### src/design/orl_pkg.sv
// Shared types and constants for the overwriting ring log.
// Used by every module of the block but orl_ram; depends on nothing.
`default_nettype none

package orl_pkg;

  localparam int ORL_DEPTH = 64;
  localparam int ORL_REC_W = 64;

  localparam int DATA_W  = 64;
  localparam int COUNT_W = 7;
  localparam int LIMIT_W = 7;
  localparam int KIND_W  = 2;
  localparam int TDATA_W = 72;

  typedef enum logic [KIND_W-1:0] {
    KIND_APPEND = 2'd0,
    KIND_LATEST = 2'd1,
    KIND_CHRON  = 2'd2,
    KIND_CLEAR  = 2'd3
  } kind_e;

  typedef struct packed {
    logic do_append;
    logic do_clear;
    logic start_read;
    logic ram_rd;
    logic advance;
    logic load_empty;
    logic load_rec;
  } orl_cmd_t;

  typedef struct packed {
    logic empty_read;
    logic last_rec;
  } orl_status_t;

endpackage

`default_nettype wire

### src/design/orl_ram.sv
// Generic single-write, single-read RAM with registered read data.
// Depends on nothing.
`default_nettype none

module orl_ram #(
  parameter int WIDTH = 64,
  parameter int DEPTH = 64,
  localparam int AW = (DEPTH > 1) ? $clog2(DEPTH) : 1
) (
  input  wire logic             clk_i,
  input  wire logic             we_i,
  input  wire logic [AW-1:0]    waddr_i,
  input  wire logic [WIDTH-1:0] wdata_i,
  input  wire logic             re_i,
  input  wire logic [AW-1:0]    raddr_i,
  output logic      [WIDTH-1:0] rdata_o
);

  logic [WIDTH-1:0] mem_q [DEPTH];

  always_ff @(posedge clk_i) begin
    if (we_i) begin
      mem_q[waddr_i] <= wdata_i;
    end
    if (re_i) begin
      rdata_o <= mem_q[raddr_i];
    end
  end

endmodule

`default_nettype wire

### src/design/orl_dpath.sv
// Datapath of the ring log: write pointer, count, read cursor, record RAM and
// the output register. Depends on orl_pkg and orl_ram.
`default_nettype none

module orl_dpath
  import orl_pkg::*;
#(
  parameter int DEPTH = ORL_DEPTH,
  parameter int REC_W = ORL_REC_W
) (
  input  wire logic               clk_i,
  input  wire logic               rst_ni,
  input  wire orl_cmd_t           cmd_i,
  input  wire kind_e              kind_i,
  input  wire logic [DATA_W-1:0]  data_i,
  input  wire logic [LIMIT_W-1:0] limit_i,
  output orl_status_t             status_o,
  output logic [DATA_W-1:0]       rec_o,
  output logic                    has_o,
  output logic                    last_o,
  output logic [COUNT_W-1:0]      count_o,
  output logic                    full_o
);

  localparam int PW = (DEPTH > 1) ? $clog2(DEPTH) : 1;
  localparam int CW = $clog2(DEPTH + 1);
  localparam int SW = CW + 1;

  logic [PW-1:0] wp_q, wp_d, cursor_q, cursor_d, cursor_inc, raddr;
  logic [CW-1:0] count_q, count_d, remain_q, remain_d, n_sel;
  logic [SW-1:0] start_sum;
  logic [REC_W-1:0] ram_dout;
  logic [DATA_W-1:0] rec_ext;

  always_comb begin
    wp_d    = wp_q;
    count_d = count_q;
    if (cmd_i.do_append) begin
      wp_d = (wp_q == PW'(DEPTH - 1)) ? '0 : wp_q + PW'(1);
      if (count_q != CW'(DEPTH)) begin
        count_d = count_q + CW'(1);
      end
    end
    if (cmd_i.do_clear) begin
      wp_d    = '0;
      count_d = '0;
    end
  end

  // The first record to read sits n places behind the write pointer, full or not.
  always_comb begin
    if (kind_i == KIND_LATEST) begin
      n_sel = CW'(1);
    end else if (limit_i < COUNT_W'(count_q)) begin
      n_sel = CW'(limit_i);
    end else begin
      n_sel = count_q;
    end
    start_sum = SW'(wp_q) + SW'(DEPTH) - SW'(n_sel);
    if (start_sum >= SW'(DEPTH)) begin
      start_sum = start_sum - SW'(DEPTH);
    end
  end

  assign status_o.empty_read = (kind_i == KIND_LATEST) ? (count_q == '0) : (n_sel == '0);
  assign status_o.last_rec   = (remain_q == CW'(1));

  assign cursor_inc = (cursor_q == PW'(DEPTH - 1)) ? '0 : cursor_q + PW'(1);
  assign raddr      = cmd_i.advance ? cursor_inc : cursor_q;

  always_comb begin
    cursor_d = cursor_q;
    remain_d = remain_q;
    if (cmd_i.start_read) begin
      cursor_d = PW'(start_sum);
      remain_d = n_sel;
    end else if (cmd_i.advance) begin
      cursor_d = cursor_inc;
      remain_d = remain_q - CW'(1);
    end
  end

  always_ff @(posedge clk_i or negedge rst_ni) begin
    if (!rst_ni) begin
      wp_q     <= '0;
      count_q  <= '0;
      cursor_q <= '0;
      remain_q <= '0;
    end else begin
      wp_q     <= wp_d;
      count_q  <= count_d;
      cursor_q <= cursor_d;
      remain_q <= remain_d;
    end
  end

  orl_ram #(
    .WIDTH (REC_W),
    .DEPTH (DEPTH)
  ) u_ram (
    .clk_i   (clk_i),
    .we_i    (cmd_i.do_append),
    .waddr_i (wp_q),
    .wdata_i (data_i[REC_W-1:0]),
    .re_i    (cmd_i.ram_rd),
    .raddr_i (raddr),
    .rdata_o (ram_dout)
  );

  always_comb begin
    rec_ext = '0;
    rec_ext[REC_W-1:0] = ram_dout;
  end

  always_ff @(posedge clk_i) begin
    if (cmd_i.load_empty) begin
      rec_o   <= '0;
      has_o   <= 1'b0;
      last_o  <= 1'b1;
      count_o <= COUNT_W'(count_d);
      full_o  <= (count_d == CW'(DEPTH));
    end else if (cmd_i.load_rec) begin
      rec_o   <= rec_ext;
      has_o   <= 1'b1;
      last_o  <= status_o.last_rec;
      count_o <= COUNT_W'(count_q);
      full_o  <= (count_q == CW'(DEPTH));
    end
  end

endmodule

`default_nettype wire

### src/design/orl_ctrl.sv
// Controller of the ring log: sequences appends, clears and reads, and owns
// the output valid flag. Depends on orl_pkg.
`default_nettype none

module orl_ctrl
  import orl_pkg::*;
(
  input  wire logic        clk_i,
  input  wire logic        rst_ni,
  input  wire logic        s_valid_i,
  input  wire kind_e       kind_i,
  output logic             s_ready_o,
  output logic             m_valid_o,
  input  wire logic        m_ready_i,
  input  wire orl_status_t status_i,
  output orl_cmd_t         cmd_o
);

  typedef enum logic [2:0] {
    ST_IDLE  = 3'b001,
    ST_FETCH = 3'b010,
    ST_WAIT  = 3'b100
  } state_e;

  state_e state_q, state_d;
  logic   m_valid_q, m_valid_d;
  logic   slot_free, s_xfer;

  assign slot_free = !m_valid_q || m_ready_i;
  assign s_ready_o = (state_q == ST_IDLE) && slot_free;
  assign s_xfer    = s_valid_i && s_ready_o;
  assign m_valid_o = m_valid_q;

  always_comb begin
    state_d = state_q;
    cmd_o   = '0;
    case (state_q)
      ST_IDLE: begin
        if (s_xfer) begin
          case (kind_i)
            KIND_APPEND: begin
              cmd_o.do_append  = 1'b1;
              cmd_o.load_empty = 1'b1;
            end
            KIND_CLEAR: begin
              cmd_o.do_clear   = 1'b1;
              cmd_o.load_empty = 1'b1;
            end
            default: begin
              if (status_i.empty_read) begin
                cmd_o.load_empty = 1'b1;
              end else begin
                cmd_o.start_read = 1'b1;
                state_d          = ST_FETCH;
              end
            end
          endcase
        end
      end
      ST_FETCH: begin
        cmd_o.ram_rd = 1'b1;
        state_d      = ST_WAIT;
      end
      ST_WAIT: begin
        if (slot_free) begin
          cmd_o.load_rec = 1'b1;
          if (status_i.last_rec) begin
            state_d = ST_IDLE;
          end else begin
            cmd_o.advance = 1'b1;
            cmd_o.ram_rd  = 1'b1;
          end
        end
      end
      default: begin
        state_d = ST_IDLE;
      end
    endcase
  end

  assign m_valid_d = (m_valid_q && !m_ready_i) || cmd_o.load_empty || cmd_o.load_rec;

  always_ff @(posedge clk_i or negedge rst_ni) begin
    if (!rst_ni) begin
      state_q   <= ST_IDLE;
      m_valid_q <= 1'b0;
    end else begin
      state_q   <= state_d;
      m_valid_q <= m_valid_d;
    end
  end

endmodule

`default_nettype wire

### src/design/overwriting_ring_log_core.sv
// Top level of the overwriting ring log: stream ports, controller and datapath.
// Depends on orl_pkg, orl_ctrl, orl_dpath and orl_ram.
//
// A ring of DEPTH records kept in a RAM with a registered read port. Appends,
// clears and reads that return nothing may follow one another in consecutive
// cycles while the output register drains. A latest read or a chronological
// read of n records goes through ST_FETCH, where the RAM is read, and ST_WAIT,
// where the first record is loaded, then delivers one record per cycle while
// the output side takes them; the single RAM read port sets that pace. The next
// input transfer can be taken in the cycle after the last record is loaded, if
// the output side takes that record. Stored words are not cleared by reset or by
// a clear; the count keeps every read on written entries.
`default_nettype none

module overwriting_ring_log_core
  import orl_pkg::*;
#(
  parameter int DEPTH = ORL_DEPTH,
  parameter int REC_W = ORL_REC_W
) (
  input  wire logic               clk_i,
  input  wire logic               rst_ni,
  input  wire logic               s_axis_tvalid,
  output logic                    s_axis_tready,
  // [63:0] record_data, [70:64] read_limit, [71] zero
  input  wire logic [TDATA_W-1:0] s_axis_tdata,
  // [1:0] kind
  input  wire logic [KIND_W-1:0]  s_axis_tuser,
  output logic                    m_axis_tvalid,
  input  wire logic               m_axis_tready,
  // [63:0] out_record, [70:64] count_now, [71] ring_full
  output logic [TDATA_W-1:0]      m_axis_tdata,
  // [0] has_record
  output logic                    m_axis_tuser,
  output logic                    m_axis_tlast
);

  orl_cmd_t           cmd;
  orl_status_t        status;
  kind_e              kind;
  logic [DATA_W-1:0]  out_rec;
  logic [COUNT_W-1:0] out_count;
  logic               out_full;

  assign kind = kind_e'(s_axis_tuser);

  orl_ctrl u_ctrl (
    .clk_i     (clk_i),
    .rst_ni    (rst_ni),
    .s_valid_i (s_axis_tvalid),
    .kind_i    (kind),
    .s_ready_o (s_axis_tready),
    .m_valid_o (m_axis_tvalid),
    .m_ready_i (m_axis_tready),
    .status_i  (status),
    .cmd_o     (cmd)
  );

  orl_dpath #(
    .DEPTH (DEPTH),
    .REC_W (REC_W)
  ) u_dpath (
    .clk_i    (clk_i),
    .rst_ni   (rst_ni),
    .cmd_i    (cmd),
    .kind_i   (kind),
    .data_i   (s_axis_tdata[DATA_W-1:0]),
    .limit_i  (s_axis_tdata[DATA_W+LIMIT_W-1:DATA_W]),
    .status_o (status),
    .rec_o    (out_rec),
    .has_o    (m_axis_tuser),
    .last_o   (m_axis_tlast),
    .count_o  (out_count),
    .full_o   (out_full)
  );

  assign m_axis_tdata = {out_full, out_count, out_rec};

  a_empty_is_last: assert property (@(posedge clk_i) disable iff (!rst_ni)
    (m_axis_tvalid && !m_axis_tuser) |-> m_axis_tlast)
    else $error("result without a record is not the last of its run");

  a_full_flag: assert property (@(posedge clk_i) disable iff (!rst_ni)
    m_axis_tvalid |-> (m_axis_tdata[71] == (m_axis_tdata[70:64] == COUNT_W'(DEPTH))))
    else $error("ring_full disagrees with count_now");

  a_count_bound: assert property (@(posedge clk_i) disable iff (!rst_ni)
    m_axis_tvalid |-> (m_axis_tdata[70:64] <= COUNT_W'(DEPTH)))
    else $error("count_now exceeds capacity");

  a_clear_result: assert property (@(posedge clk_i) disable iff (!rst_ni)
    (s_axis_tvalid && s_axis_tready && (kind == KIND_CLEAR))
    |=> (m_axis_tvalid && (m_axis_tdata[70:64] == '0) && !m_axis_tuser))
    else $error("clear did not report an empty ring");

endmodule

`default_nettype wire
### config.mk
export PLATFORM = sky130hd
export DESIGN_NAME = overwriting_ring_log_core
export DESIGN_NICKNAME = d
export VERILOG_FILES = /design/src/design/orl_pkg.sv /design/src/design/orl_ram.sv /design/src/design/orl_dpath.sv /design/src/design/orl_ctrl.sv /design/src/design/overwriting_ring_log_core.sv
export SDC_FILE = /design/constraint.sdc
export NUM_CORES = 2
export LEC_CHECK = 0
export CAP_MARGIN = 10
export CELL_PAD_IN_SITES_DETAIL_PLACEMENT = 1
export CELL_PAD_IN_SITES_GLOBAL_PLACEMENT = 2
export CORE_MARGIN = 2
export CORE_UTILIZATION = 42
export CTS_CLUSTER_DIAMETER = 60
export DETAILED_ROUTE_END_ITERATION = 8
export DONT_BUFFER_PORTS = 1
export GPL_ROUTABILITY_DRIVEN = 0
export GPL_TIMING_DRIVEN = 0
export HOLD_SLACK_MARGIN = 0.06
export PLACE_DENSITY_LB_ADDON = 0.1
export SYNTH_ARGS = -nofsm -noshare
export SYNTH_HDL_FRONTEND = slang
export SYNTH_SLANG_ARGS = --single-unit
export TNS_END_PERCENT = 5
### constraint.sdc
create_clock -name clk_i -period 4.9 [get_ports clk_i]
set_input_delay 0.49 -clock clk_i [delete_from_list [all_inputs] [get_ports clk_i]]
set_output_delay 0.49 -clock clk_i [all_outputs]
set_load 0.03 [all_outputs]
## Yosys cells after proc, flatten, opt, wreduce, memory -nomap -nowiden

Memories as Yosys holds them, arrays and structs flattened. A register that Yosys moved wholly into a read port is not among the register bits.
Index checks and enable logic that the tools add are counted.
W data, S select, Z words.

| word-level totals | value |
|---|---|
| bits in writable memories | 4096 |
| bits in registers | 104 |
| memories kept | 1 |
| output and inout bits | 76 |
| input port bits | 78 |

| operators by class | value |
|---|---|
| reductions and logical operators | 16 |
| equality and inequality tests | 16 |
| $add $sub $neg | 7 |
| muxes and demuxes | 43 |
| order comparisons | 2 |

Memories:

| name | words | bits a word | rd ports | clocked after Yosys merged registers in | write ports | line | RTL |
|---|---|---|---|---|---|---|---|
| u_dpath.u_ram.mem_q | 64 | 64 | 1 | 1 | 1 | orl_ram.sv:19 | `logic [WIDTH-1:0] mem_q [DEPTH];` |

Operators with widths:

| kind | number |
|---|---|
| $mux W7 | 9 |
| $mux W6 | 7 |
| $mux W3 | 7 |
| $mux W1 | 16 |
| $eq A7 B7 Y1 const B | 2 |
| $logic_not A7 Y1 | 2 |
| $add A6 B1 Y6 const B | 2 |
| $eq A6 B6 Y1 const B | 2 |
| $pmux W3 S3 | 1 |
| $add A6 B7 Y8 const B | 1 |
| $ge A8 B7 Y1 const B | 1 |
| $sub A8 B7 Y8 | 1 |
| $add A7 B1 Y7 const B | 1 |
| $eq A7 B1 Y1 const B | 1 |
| $lt A7 B7 Y1 | 1 |
| $ne A7 B7 Y1 const B | 1 |
| $sub A7 B1 Y7 const B | 1 |
| $ne A2 B2 Y1 const B | 3 |
| $reduce_bool A2 Y1 | 3 |
| $sub A6 B1 Y6 const B | 1 |
| $reduce_and A5 Y1 | 1 |
| $mux W2 | 2 |
| $ne A2 B1 Y1 const B | 2 |
| $eq A3 B1 Y1 const B | 1 |
| other kinds (10) | 15 |

## Longest topological paths before layout

| logic depth | value |
|---|---|
| depth after elaboration | 13 |
| mapped depth | 19 |

## Cells and area by module

From an unflattened synthesis, not the netlist that was laid out.

| second synthesis, totals | value |
|---|---|
| cells, all modules | 7120 |
| area total of the unflattened synthesis | 162085.5 um^2 |

By module, submodules not included:

| module | times used | cells each | area each (um^2) |
|---|---|---|---|
| orl_ram | 1 | 6598 | 156989.3 |
| orl_dpath | 1 | 491 | 4795.8 |
| orl_ctrl | 1 | 30 | 292.8 |
| overwriting_ring_log_core | 1 | 1 | 7.5 |

## Worst setup path after synthesis

Ideal clock, no wire load.

| timing | value |
|---|---|
| path type | register to register |
| from | register u_ctrl.m_valid_q, in the netlist u_ctrl.m_valid_o |
| to | memory u_dpath.u_ram.mem_q[47][0] (enable) |
| arrival time | 4753 ps |
| setup slack | -339 ps |
| clock period less this slack | 5239 ps |
| setup time | 487 ps |
| cell stages (with the launch flop) | 7 |
| required time | 4413 ps |
| path buffers | 1 |
| path through | dfrtp_1 nor2b_1 nor4b_1 and2_1 clkbuf_1 nand4_1 nor2_1 |

| on the way | value |
|---|---|
| word-level cells in the longest chain between the ends | 8 |

RTL lines:

| element | line | RTL |
|---|---|---|
| from (decl) | orl_ctrl.sv:26 | `logic m_valid_q, m_valid_d;` |
| from (signal assigned) | orl_ctrl.sv:89 | `m_valid_q <= m_valid_d;` |
| $logic_not A1 Y1 | orl_ctrl.sv:29 | `assign slot_free = !m_valid_q \|\| m_ready_i;` |
| $logic_or A1 B1 Y1 | orl_ctrl.sv:29 |  |
| $logic_and A1 B1 Y1 | orl_ctrl.sv:30 | `assign s_ready_o = (state_q == ST_IDLE) && slot_free;` |
| $logic_and A1 B1 Y1 | orl_ctrl.sv:31 | `assign s_xfer = s_valid_i && s_ready_o;` |
| $mux W3 | orl_ctrl.sv:39 | `if (s_xfer) begin` |
| $mux W3 | orl_ctrl.sv:37 | `case (state_q)` |
| $mux W1 | orl_ram.sv:22 | `if (we_i) begin` |
| $mux W1 (implied by the code) | orl_ram.sv:23 | `mem_q[waddr_i] <= wdata_i;` |
| to (decl) | orl_ram.sv:19 |  |

No other way between the ends.

## Worst setup path in the final report

| timing | value |
|---|---|
| from | register u_ctrl.m_valid_q, in the netlist u_ctrl.m_valid_o |
| to | register u_dpath.u_ram.rdata_o[52] (read register of u_dpath.u_ram.mem_q), data pin |

| on the way | value |
|---|---|
| word-level cells in the longest chain between the ends | 5 |
| elaborated cells on any way between the ends | 6 |
| those cells by class | mux (4); reduce/logical (2) |

RTL lines:

| element | line | RTL |
|---|---|---|
| $logic_not A1 Y1 * | orl_ctrl.sv:29 |  |
| $logic_or A1 B1 Y1 * | orl_ctrl.sv:29 |  |
| $mux W2 * | orl_ctrl.sv:65 | `if (slot_free) begin` |
| $mux W1 | orl_ctrl.sv:37 |  |
| $mux W6 | - |  |
| to (decl) | orl_ram.sv:16 | `output logic [WIDTH-1:0] rdata_o` |

Mark *: on every way between the ends. The rest lies on a longest branch, timed or not.
A chain may end at the register's enable or synchronous reset.

==> run metrics <==
status finished with violations; failing checks setup timing; Final Max Slew Viols 0; dominant cell type by area after synthesis edfxtp_1; GRT Residual Overflow 0; first-pass GRT wire length 944000 um; nets around 13000; vias in the first global route 110000; P per Cell Area 588 mW/mm^2; Period Utilization, post-route 103%; worst min-delay path startpoint s_axis_tuser[0]; top cells by area, synth edfxtp_1, nand2_1, nand3_1; Power Total 0.115 W; Synth async-reset ratio less than 1%; CTS Buffer Depth 4; Synth Area per Inst 14.1 um^2; largest net degree at the start of global routing 65; Slew HR between 10% and 20%; H-Tree Depth 5; Initial Util 42.2%; Syn Nets 11700; core box area 0.389 mm^2; R2R cell count 12; number of synthesized flops with an enable pin 4168; Setup crit start kind flop; initial antenna violation count 88; final WL 704000 um; Max rail drop VDD about 0.00042 V; worst r2r src u_ctrl.m_valid_o; wire per inst 38.8 um; I/O pins 154; share of cells above drive strength 1 between 10% and 20%; Crit Path Max Fanout 10; Site Rows 229; TritonCTS Sinks 4264; reg2reg end u_dpath.u_ram.rdata_o[52]; top post-synthesis cells by count edfxtp_1, nand2_1, nand3_1; total iterations of the first detailed-routing run 8; chip width 629 um; critical path capture point type flop; maximum clock rate approximately 0.20 GHz; Final ANT Viol Nets 0; RSZ-0062 raised after global routing true; Hold Slack 141 ps; root buffer cell clkbuf_16; Synthesis Warnings 0; Post-route DRC 0; initial DRC count 15600; Setup Viol. Count Final 23; WHS Endpoint u_dpath.wp_q[0]; vias per cell 6.12; leak pwr roughly 66 nW; most instantiated library cell after synthesis edfxtp_1; CP required 5490 ps; number of port buffers 0; Post-Synthesis Cells 11600; Die H 629 um; synth unique cells just under 70; CTS tree built; WHS Path Cells 4; Worst-Skew Late Latency 1030 ps; HPWL after DPL 496000 um; Critical Path AT 5610 ps; Tmin final 5020 ps; GRT Total Usage about a third; max-cap violation count 0; HP Class in -> reg; Final WS setup -124 ps; DR vias 111000; sequential cell area fraction in the yosys report 77.4%; Area growth, synth to finish 18.8%; Hold Violations, Final 0; Worst-Margin Slew about 1300 ps; Synth top area share 76.2%; Yosys reg bits 4264; Main synth FF type edfxtp_1; R2R Setup Slk -120 ps; area of the die 0.396 mm^2; Worst-path clk slew ~60 ps; Final Skew approximately 44 ps; critical path class reg -> reg; Netlist Area Pre-Place 0.164 mm^2; Num CTS Buffers roughly 470
logic make-up after synthesis:
family / after synthesis / synth area share, %
AND/OR/NAND/NOR: 5312 / 14.0
adder cells (fa/ha/maj): 21 / 0.165
XOR/XNOR: 19 / 0.101
AO/OA/AOI/OAI: 863 / 3.82
flip-flops: 4264 / 77.4
multiplexers: 386 / 2.35
buffers and inverters: 760 / 2.12
worst max-delay path, cell delays in order, from the launching register on:
cell	delay, ps
dfrtp_1	490
nor2b_2	260
nor4b_4	430
nand3_1	310
a2bb2oi_2	240
o22ai_2	350
buf_16	220
buf_4	380
buf_2	540
clkbuf_2	470
nand3_1	160
a31oi_1	280
nand4_1	410
per-layer routing:
layer | up-vias | share of wire [%] | global-route usage, %
li1 | 45400 | - | -
met1 | 58300 | 39 | 46.0
met2 | 5926 | 45 | 54.5
met3 | 1286 | 9.6 | 7.26
met4 | 32 | 6.3 | 18.7
met5 | - | 0.027 | 0
repair_timing:
| action | in CTS | in global routing |
|---|---|---|
| buffers inserted | 12 | 0 |
| hold buffers | 144 | 0 |
| setup endpoints to repair | 1392 | 203 |
| pin swaps | 18 | 7 |
| gates resized for setup | 336 | 86 |
| endpoints found under the hold margin | 4139 | 0 |
cells in the final DEF (no fill, tap or decap), drive strengths merged, types with 34 or more instances in the layout:
| cell | synthesis | routed |
|---|---|---|
| a21oi | 83 | 83 |
| a31oi | 345 | 345 |
| a32oi | 357 | 357 |
| and3 | 68 | 68 |
| and4 | 50 | 50 |
| buf | 424 | 721 |
| bufinv | 0 | 40 |
| clkbuf | 314 | 927 |
| clkinv | 0 | 201 |
| dfxtp | 66 | 66 |
| diode | 0 | 34 |
| dlygate4sd3 | 0 | 78 |
| edfxtp | 4168 | 4168 |
| inv | 22 | 35 |
| mux2i | 384 | 384 |
| nand2 | 3516 | 3516 |
| nand3 | 1076 | 1076 |
| nand4 | 436 | 436 |
| nor2 | 103 | 103 |
| o21ai | 34 | 34 |
metrics by stage:
step | TNS [ps] | setup slack (ps) | cells | cell area (um^2) | util (%)
after floorplan | -866350 | -339 | 11600 | 164000 | -
after global placement | - | -6770 | 16800 | 171000 | 43.9
after detailed placement | -425500 | -1630 | 17100 | 176000 | 45.4
after CTS | -115 | -78.9 | 18100 | 195000 | 50.1
after global routing | -6960 | -179 | 18100 | 195000 | 50.1
final | -1070 | -124 | 18100 | 195000 | 50.2
sequential cells by signal (all words and copies together), names as in the netlist:
signal / count
u_ctrl.m_valid_o: 1
u_ctrl.state_q: 3
u_dpath.count_o: 7
u_dpath.count_q: 7
u_dpath.cursor_q: 6
u_dpath.full_o: 1
u_dpath.has_o: 1
u_dpath.last_o: 1
u_dpath.rec_o: 64
u_dpath.remain_q: 7
u_dpath.u_ram.mem_q: 4096
u_dpath.u_ram.rdata_o: 64
u_dpath.wp_q: 6
cell type report:
type / instances / area (um^2)
clock inverters: 271 / 2570
clock buffers: 607 / 12400
fillers: 38100 / 194000
repair buffers: 402 / 7820
flip-flops and latches: 4264 / 127000
plain buffers: 727 / 4140
multi-input cells: 6601 / 34300
diodes: 34 / 85.1
well taps: 5197 / 6500
inverters: 22 / 82.6
worst max-delay path by stage:
stage | startpoint | endpoint | slack [ps] | cells after the start
final | u_ctrl.m_valid_o | u_dpath.u_ram.rdata_o[52] | -120 | 12
after global routing | u_dpath.cursor_q[0] | u_dpath.u_ram.rdata_o[51] | -180 | 12
after CTS | u_dpath.cursor_q[0] | u_dpath.u_ram.rdata_o[52] | -80 | 13
after detailed placement | u_ctrl.m_valid_o | u_dpath.u_ram.rdata_o[28] | -1630 | 11
after global placement | u_ctrl.m_valid_o | u_dpath.u_ram.mem_q[63][17] | -6770 | 6
after floorplan | u_ctrl.m_valid_o | u_dpath.u_ram.mem_q[47][0] | -340 | 6
power by group:
| group | switching (W) | internal (W) | leakage, nW | total [W] |
|---|---|---|---|---|
| Sequential | 0.000319 | 0.0406 | 38.4 | 0.0409 |
| Clock | 0.0151 | 0.0200 | 7.29 | 0.0351 |
| Combinational | 0.0303 | 0.00852 | 20.2 | 0.0388 |
Power figures use the tool's default switching activity.
